## config.mk

```make
export PLATFORM = sky130hd
export DESIGN_NAME = tspcc_ram
export DESIGN_NICKNAME = d
export VERILOG_FILES = /design/src/sv/ts_packet_continuity_checker_top_macros.svh /design/src/sv/tspcc_ram.sv
export SDC_FILE = /design/constraint.sdc
export NUM_CORES = 1
export LEC_CHECK = 0
export ABC_CLOCK_PERIOD_IN_PS = 2900
export BUFFER_PORTS_ARGS = -buffer_cell sky130_fd_sc_hd__clkbuf_2
export CAP_MARGIN = 5
export CORE_ASPECT_RATIO = 1.5
export CORE_MARGIN = 1
export CORE_UTILIZATION = 60
export CTS_CLUSTER_DIAMETER = 40
export DETAILED_ROUTE_END_ITERATION = 7
export PLACE_DENSITY_LB_ADDON = 0.05
export SYNTH_ARGS = -nofsm -noshare
export SYNTH_HDL_FRONTEND = slang
export SYNTH_SLANG_ARGS = --single-unit
```

## constraint.sdc

```tcl
create_clock -name clock -period 2.9 [get_ports clock]
set_clock_uncertainty 0.2 [all_clocks]
set_input_delay 0.58 -clock clock [delete_from_list [all_inputs] [get_ports clock]]
set_output_delay 0.58 -clock clock [all_outputs]
set_load 0.02 [all_outputs]
```

## src/sv/ts_packet_continuity_checker_top_macros.svh

```systemverilog
// assertion helpers for the continuity checker
`ifndef TS_PACKET_CONTINUITY_CHECKER_TOP_MACROS_SVH
`define TS_PACKET_CONTINUITY_CHECKER_TOP_MACROS_SVH

// checked on every clock edge, suspended while reset is high
`define TSPCC_ASSERT(name, prop, msg) \
   name: assert property (@(posedge clock) disable iff (reset) (prop)) else $error(msg);

// checked on every clock edge, reset included
`define TSPCC_ASSERT_ALWAYS(name, prop, msg) \
   name: assert property (@(posedge clock) (prop)) else $error(msg);

`endif

```

## src/sv/tspcc_ram.sv

```systemverilog
module tspcc_ram #(
   parameter int WIDTH = 8,
   parameter int DEPTH = 16
) (
   input  logic                     clock,
   input  logic                     wr_en,
   input  logic [$clog2(DEPTH)-1:0] wr_addr,
   input  logic [WIDTH-1:0]         wr_data,
   input  logic                     rd_en,
   input  logic [$clog2(DEPTH)-1:0] rd_addr,
   output logic [WIDTH-1:0]         rd_data
);

   logic [WIDTH-1:0] mem_ff [DEPTH];
   logic [WIDTH-1:0] rd_data_ff;

   always_ff @(posedge clock) begin
      if (wr_en) begin
         mem_ff[wr_addr] <= wr_data;
      end
   end

   // a read at the address being written returns the old contents
   always_ff @(posedge clock) begin
      if (rd_en) begin
         rd_data_ff <= mem_ff[rd_addr];
      end
   end

   assign rd_data = rd_data_ff;

endmodule

```

==> metrics.md <==
| Metric | Value |
|---|---|
| Gpl congestion | `0.7677` |
| CTS Buf Count | `17` |
| Largest net degree at the start of global routing | `33` |
| Final wirelength | `9270 um` |
| Worst hold margin | `0.3483 ns` |
| Clock-pin transition on the worst setup and hold timing paths | `0.06 ns` |
| Port Buf Inserts | `26` |
| Crit path DAT | `1.91 ns` |
| Synth top area share | `78.12%` |
| Layout cells sized above 1 | `32.43%` |
| I/O Pins | `27` |
| Critical path class | `input pin to flop` |
| Top cells by area, synth | `edfxtp_1 78%, mux4_2 7.8%, mux4_1 7.0%` |
| Relative slew slack | `55.63%` |
| DR pass1 iterations | `5` |
| Row count | `41` |
| YS warnings | `0` |
| Cell area power density | `728.8 nW/um2` |
| CP Cell Sequence | `clkbuf_2 -> buf_12 -> mux4_1 -> a22oi_1 -> nand2_1` |
| Status | `completed` |
| Worst vdd ir | `0.6187 mV` |
| Clk_lat worst skew | `0.41 ns` |
| Final hold vios | `0` |
| Syn Nets | `248` |
| Most frequent cells in the layout | `136 x edfxtp_1, 26 x clkbuf_2, 18 x mux4_2` |
| Worst Path Max Fanout | `32` |
| Seq cells post-synth | `136` |
| CTS Hold Bufs | `0` |
| Cell Area, Synth | `5228 um2` |
| Total GRT Usage | `23.00%` |
| Setup bufs post-CTS | `0` |
| Core area | `8413 um2` |
| WL per Instance | `23.00 um` |
| Max stage delay cell, worst path | `mux4_1` |
| Worst endpoint required time | `2.85 ns` |
| Die area | `9097 um2` |
| Slew Limit Fails | `0` |
| Max Cap Viol | `0` |
| Area grow syn2layout | `17.69%` |
| RSZ-0062 raised after global routing | `false` |
| Crit-path max cell delay | `0.60 ns` |
| DR iter-0 viols | `129` |
| Initial antenna violation count | `0` |
| DRC Markers | `0` |
| Syn_area_per_cell | `22.83 um2` |
| N_diodes | `0` |
| Tightest Hold Check Type | `input pin to flop` |
| Seq/Total Area, Yosys | `78.12%` |
| Leak Pwr | `2.088 nW` |
| Sinks on Clock Net | `136` |
| Final setup fails | `0` |
| CTS tree | `done` |
| Antenna Nets Post-Route | `0` |
| Root Driver | `clkbuf_16` |
| Initial core utilization | `62.14%` |
| Global route total overflow | `0` |
| Chip Width | `78.21 um` |
| Crit path capture type | `flop` |
| Total negative slack | `0 ns` |
| Most common cell after layout, fill and taps aside | `edfxtp_1` |
| CP Launch Type | `input pin` |
| Via count | `2447` |
| Tightest Pin Transition | `0.6632 ns` |
| Routed vias/inst | `6.072` |
| Mapped Cells | `229` |
| First-pass GRT wire length | `14230 um` |
| CTS H-tree lvls | `4` |
| Fin crit period | `1.953 ns` |
| Vias in the first global route | `2562` |
| Nets | `302` |
| Period utilization | `67.35%` |
| FILL cells | `513` |
| CTS max path bufs | `2` |
| Netlist cell types | `18` |
| FMAX | `0.5120 GHz` |
| HPWL after DPL | `5939 um` |
| # resized after CTS | `0` |
| Top cell type by total area after synthesis | `edfxtp_1` |
| Final Util | `73.13%` |
| Die H | `116.3 um` |
-- layout make-up --
class | instances | area [um2] | share of cell area (%)
sequential | 136 | 4084 | 66.38
multi-input combinational | 83 | 1057 | 17.19
clock buffer | 17 | 425.4 | 6.915
timing repair buffer | 45 | 297.8 | 4.840
clock inverter | 15 | 153.9 | 2.502
tap | 107 | 133.9 | 2.176
-- routing by layer --
layer | vias to the layer above | GRT usage [%] | wire, um | part of all wire (%)
met5 | - | 0 | 0 | 0
met4 | 0 | 12.96 | 150 | 1.6
met3 | 12 | 5.547 | 438 | 4.7
met2 | 88 | 36.55 | 4920 | 53
met1 | 1256 | 29.55 | 3760 | 41
li1 | 1091 | - | - | -
-- worst paths after layout --
path | from | to | slack (ns) | cells past startpoint
setup / recovery | rd_addr[0] | rd_data[3]$_DFFE_PP_ | 0.95 | 5
hold / removal | rd_en | rd_data[0]$_DFFE_PP_ | 0.35 | 1
setup reg to reg | mem_ff[1][3]$_DFFE_PP_ | rd_data[3]$_DFFE_PP_ | 1.20 | 3
hold reg to reg | mem_ff[11][5]$_DFFE_PP_ | rd_data[5]$_DFFE_PP_ | 0.56 | 3
-- power breakdown --
part | total [W] | switching (W) | leakage [nW] | internal (W)
clock network | 0.00205 | 0.000789 | 0.264 | 0.00126
registers | 0.00223 | 0.0000106 | 1.24 | 0.00222
logic | 0.000206 | 0.000120 | 0.589 | 0.0000856
-- per-stage QoR --
| stage | area [um2] | std cells | setup WS [ns] | total power [W] |
|---|---|---|---|---|
| 2_1_floorplan | 5228 | 229 | 0.6271 | 0.002388 |
| 3_3_place_gp | 5573 | 371 | 0.5633 | 0.002469 |
| 3_5_place_dp | 5573 | 371 | 0.5469 | 0.002475 |
| 4_1_cts | 6152 | 403 | 0.9672 | 0.004518 |
| 5_1_grt | 6152 | 403 | 0.8837 | 0.004611 |
| 6_report | 6152 | 403 | 0.9468 | 0.004483 |
-- critical path, delay by kind of cell --
kind / cells / cell delay, ns
multiplexers: 1 / 0.60
buffers and inverters: 2 / 0.35
AO/OA/AOI/OAI: 1 / 0.27
AND/OR/NAND/NOR: 1 / 0.09
-- cells in the mapped netlist --
| cell type | n |
|---|---|
| nand2_1 | 9 |
| and2b_1 | 1 |
| mux4_1 | 14 |
| buf_4 | 1 |
| or3b_2 | 1 |
| clkdlybuf4s25_2 | 3 |
| nand3b_1 | 2 |
| nor2_1 | 13 |
| a22oi_1 | 16 |
| nand3_1 | 1 |
| and2_1 | 1 |
| edfxtp_1 | 136 |
| nand2b_1 | 2 |
| mux4_2 | 18 |
| buf_2 | 3 |
| nor2b_1 | 1 |
| buf_6 | 3 |
| nor3_1 | 4 |
-- cells by family after synthesis --
| family | after synthesis | synth area share, % |
|---|---|---|
| multiplexers | 32 | 14.79 |
| flip-flops | 136 | 78.12 |
| AND/OR/NAND/NOR | 35 | 3.136 |
| buffers and inverters | 10 | 1.651 |
| AO/OA/AOI/OAI | 16 | 2.298 |
-- state kept, by name, indices dropped and copies added, names as in the netlist --
register  count
rd_data       8
mem_ff      128
Note: power is estimated with default switching activity, not from simulation.
